File: src/hdl/urt_pkg.sv
`timescale 1ns / 1ps
`default_nettype none
// ----------------------------------------------------------------------------
// urt_pkg: shared types and constants of the ultrasonic echo ranger
// Widths, register layout, controller states, and the command and status
// structs that pass between the controller and the datapath.
// ----------------------------------------------------------------------------
package urt_pkg;

	// sizing
	localparam int COUNT_WIDTH = 24;
	localparam int DIST_WIDTH  = 10;
	localparam int CM_W        = 10;                 // near/far register width
	localparam int OFF_W       = (DIST_WIDTH > CM_W) ? DIST_WIDTH : CM_W;
	localparam int PROD_W      = OFF_W + 8;
	localparam int DIV_W       = (COUNT_WIDTH > PROD_W) ? COUNT_WIDTH : PROD_W;
	localparam int DEN_W       = 16;
	localparam int STEP_W      = $clog2(DIV_W + 1);
	localparam int CMP_W       = 34;                 // common compare width

	localparam logic [COUNT_WIDTH-1:0] CNT_MAX  = '1;
	localparam logic [DIST_WIDTH-1:0]  DIST_MAX = '1;

	// tone mapping
	localparam logic [7:0] TONE_MIN  = 8'd33;
	localparam logic [7:0] TONE_SPAN = 8'd222;
	localparam logic [7:0] TONE_MAX  = 8'd255;

	// configuration port
	localparam int CFG_IDX_W  = 3;
	localparam int CFG_DATA_W = 24;

	typedef enum logic [CFG_IDX_W-1:0] {
		REG_TRIG_HIGH = 3'd0,
		REG_GUARD     = 3'd1,
		REG_TIMEOUT   = 3'd2,
		REG_TICKS_CM  = 3'd3,
		REG_NEAR      = 3'd4,
		REG_FAR       = 3'd5,
		REG_REBOOT    = 3'd6
	} reg_idx_t;

	typedef struct packed {
		logic [15:0]     trig_high_ticks;
		logic [15:0]     guard_ticks;
		logic [23:0]     timeout_ticks;
		logic [15:0]     ticks_per_cm;
		logic [CM_W-1:0] near_cm;
		logic [CM_W-1:0] far_cm;
		logic [15:0]     reboot_ticks;
	} cfg_t;

	// item stream
	localparam int IN_TDATA_W  = 8;
	localparam int OUT_BITS    = 14 + DIST_WIDTH;
	localparam int OUT_TDATA_W = ((OUT_BITS + 7) / 8) * 8;

	typedef enum logic [1:0] {
		STAT_OK      = 2'd0,
		STAT_NO_ECHO = 2'd1,
		STAT_STUCK   = 2'd2
	} status_t;

	typedef enum logic [3:0] {
		ST_IDLE,
		ST_GUARD1,
		ST_HIGH,
		ST_GUARD2,
		ST_WAIT,
		ST_MEAS,
		ST_REBOOT,
		ST_DDIV,
		ST_TSEL,
		ST_TDIV
	} state_t;

	typedef enum logic [1:0] {CNT_HOLD, CNT_CLEAR, CNT_INC} cnt_op_t;
	typedef enum logic [1:0] {LIM_GUARD, LIM_TRIG, LIM_REBOOT} lim_sel_t;
	typedef enum logic [1:0] {TONE_HOLD, TONE_OFF, TONE_FIXED, TONE_DIV} tone_op_t;
	typedef enum logic {DIV_DIST, DIV_TONE} div_sel_t;

	typedef struct packed {
		cnt_op_t  cnt_op;
		logic     cnt_zero;     // count from zero this tick
		lim_sel_t lim_sel;
		logic     div_start;
		div_sel_t div_sel;
		logic     dist_load;
		tone_op_t tone_op;
	} dp_cmd_t;

	typedef struct packed {
		logic lim_hit;
		logic tmo_hit;
		logic div_done;
		logic dist_ge_far;
		logic lim_unordered;
	} dp_sts_t;

	typedef struct packed {
		logic    trig;
		logic    power;
		logic    busy;
		logic    done;
		status_t status;
		logic    dist_en;
	} res_info_t;

	typedef struct packed {
		logic [7:0]            tone_period;
		logic                  tone_enable;
		logic [DIST_WIDTH-1:0] distance_cm;
		status_t               status;
		logic                  done_res;
		logic                  busy_res;
		logic                  sensor_power;
		logic                  trig_level;
	} result_t;

endpackage
`default_nettype wire

File: src/hdl/urt_ctrl.sv
`timescale 1ns / 1ps
`default_nettype none
// ----------------------------------------------------------------------------
// urt_ctrl: ranger controller
// Measurement phase machine plus the divide sequence that closes a good
// measurement.
// ----------------------------------------------------------------------------
module urt_ctrl
	import urt_pkg::*;
(
	input  wire logic      clk,
	input  wire logic      arst_n,
	input  wire logic      acc,        // tick item taken this cycle
	input  wire logic      start_req,
	input  wire logic      echo,
	input  wire dp_sts_t   sts,
	output dp_cmd_t        cmd,
	output logic           tick_ok,    // able to take a tick item
	output logic           res_push,
	output res_info_t      res
);

	state_t state_q;
	state_t state_nx;

	always_ff @(posedge clk or negedge arst_n) begin
		if (!arst_n) begin
			state_q <= ST_IDLE;
		end else begin
			state_q <= state_nx;
		end
	end

	always_comb begin
		state_nx      = state_q;
		cmd.cnt_op    = CNT_HOLD;
		cmd.cnt_zero  = 1'b0;
		cmd.lim_sel   = LIM_GUARD;
		cmd.div_start = 1'b0;
		cmd.div_sel   = DIV_DIST;
		cmd.dist_load = 1'b0;
		cmd.tone_op   = TONE_HOLD;
		tick_ok       = 1'b1;
		res_push      = 1'b0;
		res.trig      = 1'b0;
		res.power     = 1'b1;
		res.busy      = 1'b1;
		res.done      = 1'b0;
		res.status    = STAT_OK;
		res.dist_en   = 1'b0;

		unique case (state_q)
			ST_IDLE, ST_GUARD1, ST_HIGH, ST_GUARD2, ST_REBOOT: begin
				// timed phases; a start from idle runs the first guard tick at once
				res_push     = acc;
				cmd.cnt_zero = (state_q == ST_IDLE);
				res.trig     = (state_q == ST_HIGH);
				res.power    = (state_q != ST_REBOOT);
				if (state_q == ST_HIGH) begin
					cmd.lim_sel = LIM_TRIG;
				end else if (state_q == ST_REBOOT) begin
					cmd.lim_sel = LIM_REBOOT;
				end
				if (state_q == ST_IDLE && !start_req) begin
					res.busy = 1'b0;
				end else if (acc) begin
					cmd.cnt_op = sts.lim_hit ? CNT_CLEAR : CNT_INC;
					if (sts.lim_hit) begin
						unique case (state_q)
							ST_IDLE:   state_nx = ST_HIGH;
							ST_GUARD1: state_nx = ST_HIGH;
							ST_HIGH:   state_nx = ST_GUARD2;
							ST_GUARD2: state_nx = ST_WAIT;
							default:   state_nx = ST_IDLE;
						endcase
					end else if (state_q == ST_IDLE) begin
						state_nx = ST_GUARD1;
					end
				end
			end
			ST_WAIT, ST_MEAS: begin
				// echo high counts from zero on the rise tick
				cmd.cnt_zero = (state_q == ST_WAIT) && echo;
				if (acc) begin
					if (state_q == ST_MEAS && !echo) begin
						cmd.div_start = 1'b1;
						cmd.cnt_op    = CNT_CLEAR;
						state_nx      = ST_DDIV;
					end else begin
						res_push = 1'b1;
						if (sts.tmo_hit) begin
							cmd.cnt_op  = CNT_CLEAR;
							cmd.tone_op = TONE_OFF;
							res.done    = 1'b1;
							res.status  = echo ? STAT_STUCK : STAT_NO_ECHO;
							state_nx    = echo ? ST_REBOOT : ST_IDLE;
						end else begin
							cmd.cnt_op = CNT_INC;
							if (echo) begin
								state_nx = ST_MEAS;
							end
						end
					end
				end
			end
			ST_DDIV: begin
				tick_ok = 1'b0;
				if (sts.div_done) begin
					cmd.dist_load = 1'b1;
					state_nx      = ST_TSEL;
				end
			end
			ST_TSEL: begin
				tick_ok     = 1'b0;
				res.done    = 1'b1;
				res.dist_en = 1'b1;
				if (sts.dist_ge_far) begin
					cmd.tone_op = TONE_OFF;
					res_push    = 1'b1;
					state_nx    = ST_IDLE;
				end else if (sts.lim_unordered) begin
					cmd.tone_op = TONE_FIXED;
					res_push    = 1'b1;
					state_nx    = ST_IDLE;
				end else begin
					cmd.div_sel   = DIV_TONE;
					cmd.div_start = 1'b1;
					state_nx      = ST_TDIV;
				end
			end
			ST_TDIV: begin
				tick_ok     = 1'b0;
				res.done    = 1'b1;
				res.dist_en = 1'b1;
				if (sts.div_done) begin
					cmd.tone_op = TONE_DIV;
					res_push    = 1'b1;
					state_nx    = ST_IDLE;
				end
			end
			default: begin
				state_nx = ST_IDLE;
			end
		endcase
	end

	// divider must be busy on the cycle after a start
	a_div_busy: assert property (@(posedge clk) disable iff (!arst_n)
		cmd.div_start |=> !sts.div_done)
		else $error("divider not busy after start");

	// no tick item may be taken while a distance or tone divide is pending
	a_no_acc_div: assert property (@(posedge clk) disable iff (!arst_n)
		(state_q == ST_DDIV || state_q == ST_TSEL || state_q == ST_TDIV) |-> !acc)
		else $error("tick item taken during divide");

	// a non-final result always reports ok and no distance
	a_status_done: assert property (@(posedge clk) disable iff (!arst_n)
		(res_push && !res.done) |-> (res.status == STAT_OK && !res.dist_en))
		else $error("status set on a non-final result");

	// a good measurement whose result is pushed from tone selection returns to idle
	a_tsel_exit: assert property (@(posedge clk) disable iff (!arst_n)
		(state_q == ST_TSEL && res_push) |=> (state_q == ST_IDLE))
		else $error("controller did not return to idle");

endmodule
`default_nettype wire
File: config.mk
export PLATFORM = sky130hd
export DESIGN_NAME = urt_ctrl
export DESIGN_NICKNAME = d
export VERILOG_FILES = /design/src/hdl/urt_pkg.sv /design/src/hdl/urt_ctrl.sv
export SDC_FILE = /design/constraint.sdc
export NUM_CORES = 1
export LEC_CHECK = 0
export BUFFER_PORTS_ARGS = -buffer_cell sky130_fd_sc_hd__buf_2
export CORE_MARGIN = 8
export CORE_UTILIZATION = 45
export CTS_CLUSTER_SIZE = 24
export DETAILED_ROUTE_END_ITERATION = 12
export PLACE_DENSITY = 0.75
export REMOVE_ABC_BUFFERS = 1
export SYNTH_ARGS = -nofsm -noshare
export SYNTH_HDL_FRONTEND = slang
export SYNTH_SLANG_ARGS = --single-unit
File: constraint.sdc
create_clock -name clk -period 2.6 [get_ports clk]
set_input_delay 0.13 -clock clk [delete_from_list [all_inputs] [get_ports clk]]
set_output_delay 0.13 -clock clk [all_outputs]
set_load 0.05 [all_outputs]
==> results of run 1 <==
Yosys cell counts (2+ instances only):
master                     n
sky130_fd_sc_hd__nor3b_1   3
sky130_fd_sc_hd__nor2b_1   3
sky130_fd_sc_hd__a31oi_1   2
sky130_fd_sc_hd__nor3_1    3
sky130_fd_sc_hd__nor4_1    2
sky130_fd_sc_hd__nand2b_1  4
sky130_fd_sc_hd__o22ai_1   2
sky130_fd_sc_hd__o21ai_0   4
sky130_fd_sc_hd__nand2_1   7
sky130_fd_sc_hd__nand3_1   3
sky130_fd_sc_hd__or3_1     2
sky130_fd_sc_hd__inv_1     5
sky130_fd_sc_hd__dfrtp_1   4
sky130_fd_sc_hd__clkbuf_1  2
sky130_fd_sc_hd__mux2_4    2
sky130_fd_sc_hd__buf_4     2
sky130_fd_sc_hd__nor2_1    9
sky130_fd_sc_hd__a21oi_1   5
sky130_fd_sc_hd__buf_6     3
power breakdown:
part / leakage, nW / switching, mW / internal, mW
Clock: 0.0138 / 0.0264 / 0.0517
Combinational: 0.306 / 0.351 / 0.200
Sequential: 0.0501 / 0.106 / 0.0847
kinds of logic after synthesis:
kind of cell / synth area share, %
and+or+nand+nor: 36.8
DFF: 15.5
buffers and inverters: 14.9
AOI/OAI and AO/OA: 26.7
muxes: 6.19
final cells by class:
class                           count  share of cell area [%]
Clock buffer                        3                    2.90
Inverter                            6                    4.51
Sequential cell                     4                    12.9
Timing Repair Buffer               29                    19.3
Multi-Input combinational cell     70                    58.0
Tap cell                           15                    2.42
per-layer routing:
metal	routed length (µm)	global-route usage [%]	up-vias
li1	-	-	365
met1	786	15.7	332
met2	943	24.5	27
met3	93	3.58	0
met4	0	2.52	0
met5	0	0	-
worst reg2reg max path, stage by stage, from the launching register on:
cell	delay, ns
sky130_fd_sc_hd__dfrtp_1	0.56
sky130_fd_sc_hd__or3b_1	0.62
sky130_fd_sc_hd__clkinv_8	0.09
sky130_fd_sc_hd__a21oi_2	0.04
sky130_fd_sc_hd__o211a_4	0.28
sky130_fd_sc_hd__mux2_4	0.29
through the flow:
step | power (mW) | cell area, µm²
2_1_floorplan | 0.607 | 586
3_3_place_gp | 0.730 | 744
3_5_place_dp | 0.739 | 744
4_1_cts | 0.821 | 777
5_1_grt | 0.879 | 777
6_report | 0.820 | 777
worst max-delay path by stage:
stage,startpoint,end,slack (ns)
2_1_floorplan,state_q[0],cmd[7],-0.56
3_3_place_gp,state_q[1],cmd[0],0.66
3_5_place_dp,state_q[2],state_q[2],0.62
4_1_cts,state_q[1],cmd[0],0.39
5_1_grt,state_q[1],cmd[0],0.21
6_report,state_q[1],cmd[0],0.39
==> summary.log, run 1 <==
[timing] Final Setup Violations 0
[pwr] Power Density 1050 mW/mm²
[critical_path] number of buffers and inverters on the critical path 1
[placement] half-perimeter wire length of the detailed placement result 1360 µm
[critical_path] number of cells on the worst reg-to-reg path 5
[cts] clock-pin slew of the registers on the worst-case setup and hold paths 0.04 ns
[final_layout] Inserted Diodes 0
[timing] post-route clock skew 0.00314 ns
[timing] final-layout worst hold slack 0.227 ns
[critical_path] arrival time of data at the critical path endpoint 2.08 ns
[grt] global-route wire length before repair 3110 µm
[timing] worst slew margin relative to its limit 58.7%
[floorplan] core region area 0.00132 mm²
[logic_synthesis] number of instances in the synthesized netlist 88
[cts] number of gates resized after CTS 0
[logic_synthesis] fraction of post-synthesis cell area in the top cell type by area 15.5%
[final_layout] largest registers state_q: 4 flops
[final_layout] Filler cells 133
[drt] total wirelength of the detailed-routed design 1820 µm
[final_layout] Sequential cell area 100 µm²
[floorplan] full die area 0.00291 mm²
[logic_synthesis] Post-synth EDFFs 0
[critical_path] critical path data required time 2.47 ns
[final_layout] max reg flops 4
[drt] vias after detailed routing 724
[cts] number of sinks driven by the clock tree 4
[logic_synthesis] Avg Synthesized Cell Area 7.35 µm²
[critical_path] reg-to-reg critical path startpoint state_q[2]
[pwr] worst supply voltage drop on vdd 0.426 mV
[worst_hold_path] Min-Delay Path Class input pin to asynchronous set/reset pin
[final_layout] area of the multi-input gates 450 µm²
[drt] post-route DRC violation count 0
[placement] pre-CTS setup slack 0.619 ns
[timing] pin slew with the least headroom to its limit 0.620 ns
[critical_path] instance count on the critical path 5
[logic_synthesis] ranking of synthesized cells by area sky130_fd_sc_hd__dfrtp_1 15%, sky130_fd_sc_hd__nor2_1 5.2%, sky130_fd_sc_hd__buf_6 5.2%
[critical_path] kind of cell with the highest combined delay on the critical path simple AND/OR/NAND/NOR gates
[logic_synthesis] most used flip-flop cell after synthesis sky130_fd_sc_hd__dfrtp_1
[logic_synthesis] register area share after synthesis 15.5%
[logic_synthesis] post-synthesis register bit count 4
[final_layout] Syn-to-layout area delta 20.1%
[placement] final weighted congestion in routability-driven placement 0.795
[cts] post-CTS repair timing setup buffer count 0
[final_layout] commonest cells after routing, fill and taps aside 28 x sky130_fd_sc_hd__buf_2, 9 x sky130_fd_sc_hd__nor2_1, 7 x sky130_fd_sc_hd__nand2_1
[critical_path] end of the worst register-to-register path state_q[2]
[floorplan] initial standard-cell utilization of the core 49.1%
[critical_path] CP endpoint kind output pin
[cts] Worst-Skew Late Latency 0.23 ns
[critical_path] startpoint class of the critical path flip-flop
[timing] Final min period 2.21 ns
[critical_path] series of cell instances along the critical path or4bb_1 > nor2_1 > nand2_1 > o21ai_0 > buf_2
[final_layout] final net count 124
[grt] GRT Residual Overflow 0
[final_layout] share of final-layout standard cells stronger than drive strength 1 33.9%
[placement] number of buffer cells added on primary ports 28
[job] max-cap violations 0
[timing] upper clock frequency limit 0.453 GHz
[placement] number of placed instances with taps included 123
[final_layout] leading cell type in the layout, fill and taps excluded sky130_fd_sc_hd__buf_2
[critical_path] flop-to-flop setup slack 0.61 ns
[drt] detailed router's first-iteration violation count 20
[grt] Global Route Usage Sum 13.6%
[logic_synthesis] most area-hungry cell type in the Yosys netlist sky130_fd_sc_hd__dfrtp_1
[timing] setup repair after global routing missed its margin no
[floorplan] die height 53.9 µm
[timing] final hold violation count 0
[grt] antenna violations before repair 0
[drt] wire per inst 14.4 µm
[grt] maximum number of pins on one net before global-route repair 23
[critical_path] maximum single-stage delay on the critical path 0.64 ns
[grt] via count of the first global-routing pass 697
[final_layout] Non-Filler Instances 127
[timing] Total Neg Setup Slack 0 ns
[cts] maximum buffer depth of the clock tree 2
[cts] root buffer cell sky130_fd_sc_hd__clkbuf_4
[logic_synthesis] asr flop ratio synth 100%
[drt] residual antenna-violating net count after detailed routing 0
[cts] Inserted Clock Buffers 3
[pwr] leakage dissipation 0.370 nW
[logic_synthesis] number of warning messages in the yosys log 0
[critical_path] slowest library cell on the worst path sky130_fd_sc_hd__or4bb_1
[timing] Final Worst Setup Slack 0.393 ns
[critical_path] worst-path fanout max 17
[cts] clock tree from TritonCTS done
[timing] fraction of the cycle the final worst path needs 84.9%
[floorplan] number of I/O pins 29
[floorplan] die outline width 53.9 µm
[floorplan] Core Rows 13
[timing] max-slew violations 0
[logic_synthesis] Synth cell types 40
[final_layout] Layout Utilization 59.0%
[logic_synthesis] post-synthesis cell area 647 µm²
[drt] number of iterations in the first detailed-routing pass 4
[final_layout] register ranked first by flip-flop count state_q
[cts] # hold bufs at CTS 1
[critical_path] critical path start-end classification flip-flop to output pin
[cts] Max H-tree Level 1
[outcome] result of the run finished, final reports clean
[drt] vias per inst 5.70
No activity file was read; power rests on OpenSTA's default activity.
==> run 2: changes to the inputs <==
--- a/config.mk
+++ b/config.mk
@@ -5,12 +5,13 @@
 export SDC_FILE = /design/constraint.sdc
 export NUM_CORES = 1
 export LEC_CHECK = 0
+export ABC_AREA = 1
 export BUFFER_PORTS_ARGS = -buffer_cell sky130_fd_sc_hd__buf_2
 export CORE_MARGIN = 8
-export CORE_UTILIZATION = 45
+export CORE_UTILIZATION = 40
 export CTS_CLUSTER_SIZE = 24
 export DETAILED_ROUTE_END_ITERATION = 12
-export PLACE_DENSITY = 0.75
+export PLACE_DENSITY = 0.71
 export REMOVE_ABC_BUFFERS = 1
 export SYNTH_ARGS = -nofsm -noshare
 export SYNTH_HDL_FRONTEND = slang
==> constraint.sdc (replaced) <==
create_clock -name clk -period 1.9 [get_ports clk]
set_input_delay 0.095 -clock clk [delete_from_list [all_inputs] [get_ports clk]]
set_output_delay 0.095 -clock clk [all_outputs]
set_load 0.05 [all_outputs]
==> summary.log, run 2 <==
[grt] global-route wire length before repair 3080 µm [-0.90%]
[job] max-cap violations 0 [unchanged]
[placement] final weighted congestion in routability-driven placement 0.877 [+10%]
[timing] fraction of the cycle the final worst path needs 93.2%
[timing] pin slew with the least headroom to its limit 0.404 ns [-0.216 ns]
[placement] pre-CTS setup slack 0.265 ns [-0.354 ns]
[drt] vias per inst 5.29 [-7.2%]
[logic_synthesis] post-synthesis cell area 609 µm² [-5.8%]
[final_layout] area of the multi-input gates 423 µm² [-6.1%]
[critical_path] critical path start-end classification flip-flop to output pin
[floorplan] full die area 0.00303 mm² [+4.2%]
[pwr] leakage dissipation 0.499 nW [+35%]
[critical_path] worst-path fanout max 6 [-11]
[worst_hold_path] startpoint of the worst hold path sts[2]
[drt] residual antenna-violating net count after detailed routing 0 [unchanged]
[worst_hold_path] Min-Delay Path Class input pin to flip-flop
[cts] root buffer cell sky130_fd_sc_hd__clkbuf_4
[critical_path] arrival time of data at the critical path endpoint 1.68 ns [-0.40 ns]
[final_layout] final instance area 803 µm² [+3.4%]
[logic_synthesis] fraction of post-synthesis cell area in the top cell type by area 16.4% [+0.95 points]
[logic_synthesis] most used flip-flop cell after synthesis sky130_fd_sc_hd__dfrtp_1
[critical_path] end of the worst register-to-register path state_q[1]
[final_layout] Sequential cell area 100 µm² [unchanged]
[floorplan] number of I/O pins 29 [unchanged]
[logic_synthesis] number of instances in the synthesized netlist 104 [+18%]
[logic_synthesis] Post-synth EDFFs 0 [unchanged]
[drt] total wirelength of the detailed-routed design 1840 µm [+1.2%]
[grt] grt met3 use 2.14% [-1.4 points]
[logic_synthesis] count leader, synth sky130_fd_sc_hd__nand2_1
[timing] Final min period 1.77 ns
[logic_synthesis] Avg Synthesized Cell Area 5.86 µm² [-20%]
[logic_synthesis] register area share after synthesis 16.4% [+0.95 points]
[final_layout] share of final-layout standard cells stronger than drive strength 1 40.0% [+6.1 points]
[logic_synthesis] number of warning messages in the yosys log 0 [unchanged]
[cts] Inserted Clock Buffers 3 [unchanged]
[grt] layer with the highest usage met2
[grt] via count of the first global-routing pass 765 [+9.8%]
[drt] number of iterations in the first detailed-routing pass 4 [unchanged]
[timing] worst slew margin relative to its limit 72.9% [+14 points]
[floorplan] die outline width 55.0 µm [+2.1%]
[cts] clock tree from TritonCTS done
[logic_synthesis] ranking of synthesized cells by area sky130_fd_sc_hd__dfrtp_1 16%, sky130_fd_sc_hd__nand2_1 14%, sky130_fd_sc_hd__inv_1 9.2%
[pwr] worst supply voltage drop on vdd 0.519 mV [+22%]
[cts] maximum buffer depth of the clock tree 2 [unchanged]
[pwr] Power Density 1160 mW/mm² [+10%]
[timing] Final Worst Setup Slack 0.129 ns [-0.264 ns]
[floorplan] initial standard-cell utilization of the core 41.4% [-7.7 points]
[final_layout] leading cell type in the layout, fill and taps excluded sky130_fd_sc_hd__buf_2
[pwr] total chip power 932 µW [+14%]
[floorplan] core region area 0.00147 mm² [+12%]
[critical_path] flop-to-flop setup slack 0.42 ns [-0.19 ns]
[drt] wire per inst 12.2 µm [-15%]
[timing] Final Setup Violations 0 [unchanged]
[grt] GRT Residual Overflow 0 [unchanged]
[critical_path] number of cells on the worst reg-to-reg path 6 [+1]
[critical_path] critical path data required time 1.80 ns [-0.67 ns]
[final_layout] max reg flops 4 [unchanged]
[grt] met2 track demand over resource 23.2% [-1.3 points]
[worst_hold_path] number of instances on the worst hold path 4
[grt] maximum number of pins on one net before global-route repair 8 [-65%]
[floorplan] Core Rows 14 [+1]
[logic_synthesis] asr flop ratio synth 100% [unchanged]
[final_layout] Inserted Diodes 0 [unchanged]
[worst_hold_path] sink of the worst hold path state_q[3]
[logic_synthesis] leading cell types by count after synthesis 22 x sky130_fd_sc_hd__nand2_1, 15 x sky130_fd_sc_hd__inv_1, 10 x sky130_fd_sc_hd__nand3_1
[final_layout] largest registers state_q: 4 flops
[critical_path] CP endpoint kind output pin
[critical_path] reg-to-reg critical path startpoint state_q[1]
[logic_synthesis] most area-hungry cell type in the Yosys netlist sky130_fd_sc_hd__dfrtp_1
[timing] final hold violation count 0 [unchanged]
[final_layout] register ranked first by flip-flop count state_q
[logic_synthesis] Synth cell types 23 [-43%]
[timing] post-route clock skew 0.00453 ns [+0.00139 ns]
[critical_path] series of cell instances along the critical path nor2_1 > nand2_1 > o31ai_1 > buf_2
[cts] Max H-tree Level 1 [unchanged]
[final_layout] Filler cells 166 [+25%]
[critical_path] startpoint class of the critical path flip-flop
[drt] detailed router's first-iteration violation count 24 [+20%]
[cts] Worst-Skew Late Latency 0.23 ns [about the same]
[grt] met1 Resource Use GR 15.7% [+0.018 points]
[grt] antenna violations before repair 0 [unchanged]
[critical_path] maximum single-stage delay on the critical path 0.42 ns [-0.22 ns]
[cts] clock-pin slew of the registers on the worst-case setup and hold paths 0.04 ns [about the same]
[final_layout] commonest cells after routing, fill and taps aside 26 x sky130_fd_sc_hd__buf_2, 22 x sky130_fd_sc_hd__nand2_1, 15 x sky130_fd_sc_hd__inv_1
[logic_synthesis] post-synthesis register bit count 4 [unchanged]
[timing] upper clock frequency limit 0.565 GHz
[grt] Global Route Usage Sum 12.9% [-0.72 points]
[placement] half-perimeter wire length of the detailed placement result 1570 µm [+15%]
[drt] vias after detailed routing 799 [+10%]
[cts] number of sinks driven by the clock tree 4 [unchanged]
[critical_path] slowest library cell on the worst path sky130_fd_sc_hd__dfrtp_1
[floorplan] die height 55.0 µm [+2.1%]
[outcome] result of the run finished, final reports clean
[timing] max-slew violations 0 [unchanged]
[final_layout] final net count 147 [+19%]
[final_layout] Syn-to-layout area delta 31.8%
[drt] post-route DRC violation count 0 [unchanged]
[placement] total placed instance area 762 µm² [+2.4%]
[placement] number of buffer cells added on primary ports 28 [unchanged]
==> run 2: how the worst max path moves through the flow <==
stage | cells after the start | from | end | slack, ns
after floorplan | 3 | state_q[1] | res[1] | -0.29
after global placement | 6 | state_q[0] | cmd[8] | 0.29
after detailed placement | 6 | state_q[0] | cmd[8] | 0.27
after CTS | 6 | state_q[0] | cmd[8] | 0.02
after global routing | 6 | state_q[1] | cmd[0] | -0.004
final | 4 | state_q[1] | cmd[1] | 0.13
==> run 2: stage by stage <==
step,util [%],instances,hold WS [ns],setup TNS (ns)
floorplan,-,103,-0.201,-0.687
global placement,51.8,147,-0.0999,0
detailed placement,51.8,147,-0.0989,0
CTS,54.0,151,0.182,0
global route,54.6,151,0.221,-0.00432
finish,54.6,151,0.180,0
==> run 2: cell type report <==
type,count,share of cell area (%)
multi-input combinational,77,52.6
clock buffer,3,2.80
timing repair buffer,29,19.3
tap,16,2.49
sequential,4,12.5
inverter,22,10.3
==> run 2: where the power goes <==
group	total [mW]	switching [mW]	internal, mW	leakage (nW)
clock network	0.101	0.0311	0.0704	0.0138
registers	0.151	0.0410	0.110	0.0524
logic	0.679	0.507	0.172	0.433
total	0.932	0.579	0.353	0.499
==> run 2: routing by layer <==
metal  vias up  wire length, µm
met5         -                0
met4         0                0
met3         0              149
met2        34              915
met1       369              779
li1        396                -
==> run 2: kinds of logic (layout without fill, tap and decap cells) <==
| kind of cell | Yosys count | count (layout) | synth area share (%) |
|---|---|---|---|
| AND/OR/NAND/NOR | 57 | 57 | 48.3 |
| flip-flops | 4 | 4 | 16.4 |
| buffers and inverters | 23 | 54 | 14.8 |
| AO/OA/AOI/OAI | 20 | 20 | 20.5 |
==> run 2: what timing repair did <==
item / CTS / global route
resized for setup: 0 / 4
hold endpoints to repair: 4 / 0
buffers inserted: 0 / 0
hold buffers: 1 / 0
endpoints found under the setup margin: 0 / 3
==> run 2: worst max-delay path, delay by kind of cell (launching register included) <==
family	cells	cell delay, ns
DFF	1	0.42
and+or+nand+nor	2	0.52
AOI/OAI and AO/OA	1	0.20
buffers and inverters	1	0.30
==> run 3: changes to the inputs <==
--- a/config.mk
+++ b/config.mk
@@ -6,6 +6,7 @@
 export NUM_CORES = 1
 export LEC_CHECK = 0
 export ABC_AREA = 1
+export ABC_CLOCK_PERIOD_IN_PS = 1500
 export BUFFER_PORTS_ARGS = -buffer_cell sky130_fd_sc_hd__buf_2
 export CORE_MARGIN = 8
 export CORE_UTILIZATION = 40
==> constraint.sdc (replaced) <==
create_clock -name clk -period 1.5 [get_ports clk]
set_input_delay 0.075 -clock clk [delete_from_list [all_inputs] [get_ports clk]]
set_output_delay 0.075 -clock clk [all_outputs]
set_load 0.05 [all_outputs]
==> summary.log, run 3 (same netlist as run 2, synthesis figures left out) <==
[pwr] leakage dissipation 0.661 nW [+32%]
[outcome] violations in the final reports negative setup slack
[timing] final hold violation count 0 [unchanged]
[final_layout] Inserted Diodes 0 [unchanged]
[critical_path] startpoint class of the critical path flip-flop
[final_layout] Sequential cell area 104 µm² [+3.8%]
[pwr] switching part of the total 55.0% [-7.1 points]
[drt] vias after detailed routing 949 [+19%]
[grt] maximum number of pins on one net before global-route repair 8 [unchanged]
[placement] half-perimeter wire length of the detailed placement result 1670 µm [+6.3%]
[cts] number of sinks driven by the clock tree 4 [unchanged]
[placement] number of buffer cells added on primary ports 28 [unchanged]
[pwr] Power Density 1450 mW/mm² [+25%]
[pwr] share of total power in combinational logic 79.7% [+6.8 points]
[floorplan] core region area 0.00147 mm² [unchanged]
[drt] detailed router's first-iteration violation count 32 [+33%]
[critical_path] critical path data required time 1.42 ns [-0.38 ns]
[final_layout] leading cell type in the layout, fill and taps excluded sky130_fd_sc_hd__buf_6
[timing] Final Worst Setup Slack -0.0952 ns [-0.224 ns]
[pwr] internal power 810 µW [+130%]
[pwr] worst supply voltage drop on vdd 0.766 mV [+48%]
[timing] upper clock frequency limit 0.627 GHz
[floorplan] number of I/O pins 29 [unchanged]
[drt] top layer used by detailed routing met4
[critical_path] arrival time of data at the critical path endpoint 1.52 ns [-0.16 ns]
[cts] root buffer cell sky130_fd_sc_hd__clkbuf_4
[drt] routed metal-1 wire length 1100 µm [+41%]
[drt] residual antenna-violating net count after detailed routing 0 [unchanged]
[drt] post-route DRC violation count 0 [unchanged]
[critical_path] flop-to-flop setup slack 0 ns [-0.42 ns]
[floorplan] die outline width 55.0 µm [unchanged]
[critical_path] end of the worst register-to-register path state_q[2]
[cts] clock-pin slew of the registers on the worst-case setup and hold paths 0.04 ns [about the same]
[timing] worst slew margin relative to its limit 78.6% [+5.6 points]
[final_layout] Syn-to-layout area delta 103%
[drt] met3 wirelength from detailed routing 171 µm [+15%]
[pwr] switching pwr 990 µW [+71%]
[pwr] power share of the sequential group 12.7% [-3.6 points]
[cts] Max H-tree Level 1 [unchanged]
[timing] pin slew with the least headroom to its limit 0.321 ns [-0.0834 ns]
[placement] final weighted congestion in routability-driven placement 0.878 [+0.13%]
[timing] Final min period 1.60 ns
[cts] Worst-Skew Late Latency 0.24 ns [about the same]
[final_layout] area of the multi-input gates 599 µm² [+42%]
[critical_path] critical path start-end classification flip-flop to output pin
[grt] via count of the first global-routing pass 927 [+21%]
[drt] wire per inst 16.2 µm [+33%]
[outcome] result of the run finished with violations
[grt] Global Route Usage Sum 16.5% [+3.6 points]
[floorplan] full die area 0.00303 mm² [unchanged]
[drt] total wirelength of the detailed-routed design 2740 µm [+48%]
[floorplan] initial standard-cell utilization of the core 41.4% [unchanged]
[timing] Final Setup Violations 11 [+11]
[final_layout] commonest cells after routing, fill and taps aside 17 x sky130_fd_sc_hd__buf_6, 16 x sky130_fd_sc_hd__buf_4, 15 x sky130_fd_sc_hd__nand2_1
[cts] clock tree from TritonCTS done
[drt] vias per inst 5.62 [+6.1%]
[timing] fraction of the cycle the final worst path needs 106%
[pwr] Clock power frac 7.6% [-3.3 points]
[drt] number of iterations in the first detailed-routing pass 4 [unchanged]
[floorplan] Core Rows 14 [unchanged]
[drt] sum of met2 wire segment lengths after detailed routing 1420 µm [+55%]
[worst_hold_path] Min-Delay Path Class input pin to asynchronous set/reset pin
[final_layout] Layout Utilization 84.1% [+30 points]
[final_layout] final net count 165 [+12%]
[final_layout] largest registers state_q: 4 flops
[final_layout] register ranked first by flip-flop count state_q
[grt] GRT Residual Overflow 0 [unchanged]
[critical_path] number of cells on the worst reg-to-reg path 9 [+3]
[final_layout] share of final-layout standard cells stronger than drive strength 1 66.7% [+27 points]
[grt] global-route wire length before repair 3830 µm [+24%]
[final_layout] max reg flops 4 [unchanged]
[final_layout] Filler cells 87 [-48%]
[timing] setup repair after global routing missed its margin yes
[timing] post-route clock skew 0.00354 ns [-0.000986 ns]
[timing] max-slew violations 0 [unchanged]
[critical_path] worst-path fanout max 6 [unchanged]
[pwr] total chip power 1.80 mW [+93%]
[cts] maximum buffer depth of the clock tree 2 [unchanged]
[floorplan] die height 55.0 µm [unchanged]
[job] max-cap violations 0 [unchanged]
[cts] Inserted Clock Buffers 3 [unchanged]
[critical_path] reg-to-reg critical path startpoint state_q[1]
[grt] antenna violations before repair 0 [unchanged]
[critical_path] CP endpoint kind output pin
run 3: cell count changes in the layout (fill, tap and decap cells not counted), moves of 5 or more:
cell                      change
sky130_fd_sc_hd__buf_6       +17
sky130_fd_sc_hd__buf_2       -15
sky130_fd_sc_hd__buf_4       +15
sky130_fd_sc_hd__nand2_1      -7
sky130_fd_sc_hd__nand2_4      +5
sky130_fd_sc_hd__nor2_1       -5
sky130_fd_sc_hd__nor2_4       +5
run 3: layout make-up:
cell class	count	area share, %
Tap cell	16	1.62
Inverter	22	7.48
Clock buffer	3	1.82
Sequential cell	4	8.39
Timing Repair Buffer	47	32.3
Multi-Input combinational cell	77	48.4
run 3: stage by stage:
step,TNS (ns),hold WS (ns),cells,setup WS (ns),instance area [µm²]
2_1_floorplan,-3.68,-0.221,103,-0.673,602
3_3_place_gp,0,-0.118,153,0.0443,807
3_5_place_dp,-0.00266,-0.115,153,-0.00266,807
4_1_cts,-0.302,0.170,165,-0.0772,1030
5_1_grt,-1.65,0.166,169,-0.160,1240
6_report,-0.555,0.166,169,-0.0952,1240
run 3: worst max path at each step:
| stage | startpoint | to | slack [ns] | cells after the start |
|---|---|---|---|---|
| CTS | state_q[0] | cmd[8] | -0.08 | 6 |
| floorplan | state_q[1] | res[1] | -0.67 | 3 |
| global placement | state_q[0] | cmd[8] | 0.04 | 6 |
| finish | state_q[1] | cmd[1] | -0.1 | 4 |
| global route | state_q[1] | cmd[1] | -0.16 | 4 |
| detailed placement | state_q[0] | cmd[8] | -0.003 | 6 |
run 3: timing repair:
| item | 4_1_cts | 5_1_grt |
|---|---|---|
| pin swaps | 8 | 13 |
| endpoints found under the setup margin | 12 | 21 |
| endpoints found under the hold margin | 4 | 0 |
| gates resized for setup | 42 | 51 |
| hold buffers | 1 | 0 |
| buffers inserted | 8 | 6 |
run 3: power groups by stage:
stage               Combinational (mW)  Sequential (mW)  Clock (mW)
global placement                 0.930            0.191           0
detailed placement               0.933            0.192           0
global route                      1.53            0.229       0.146
CTS                               1.16            0.205       0.134
floorplan                        0.673            0.180           0
finish                            1.44            0.229       0.136
run 3: worst max-delay path, cell delays in order (launching register included):
cell                      delay [ns]
sky130_fd_sc_hd__dfrtp_2        0.48
sky130_fd_sc_hd__nor2_4         0.22
sky130_fd_sc_hd__nand2_2        0.13
sky130_fd_sc_hd__o31ai_4        0.26
sky130_fd_sc_hd__buf_6          0.19
run 3: metal layers:
metal,global-route usage (%),vias to the layer above
li1,-,437
met1,18.8,464
met2,29.1,41
met3,3.21,7
met4,7.20,0
met5,0,-
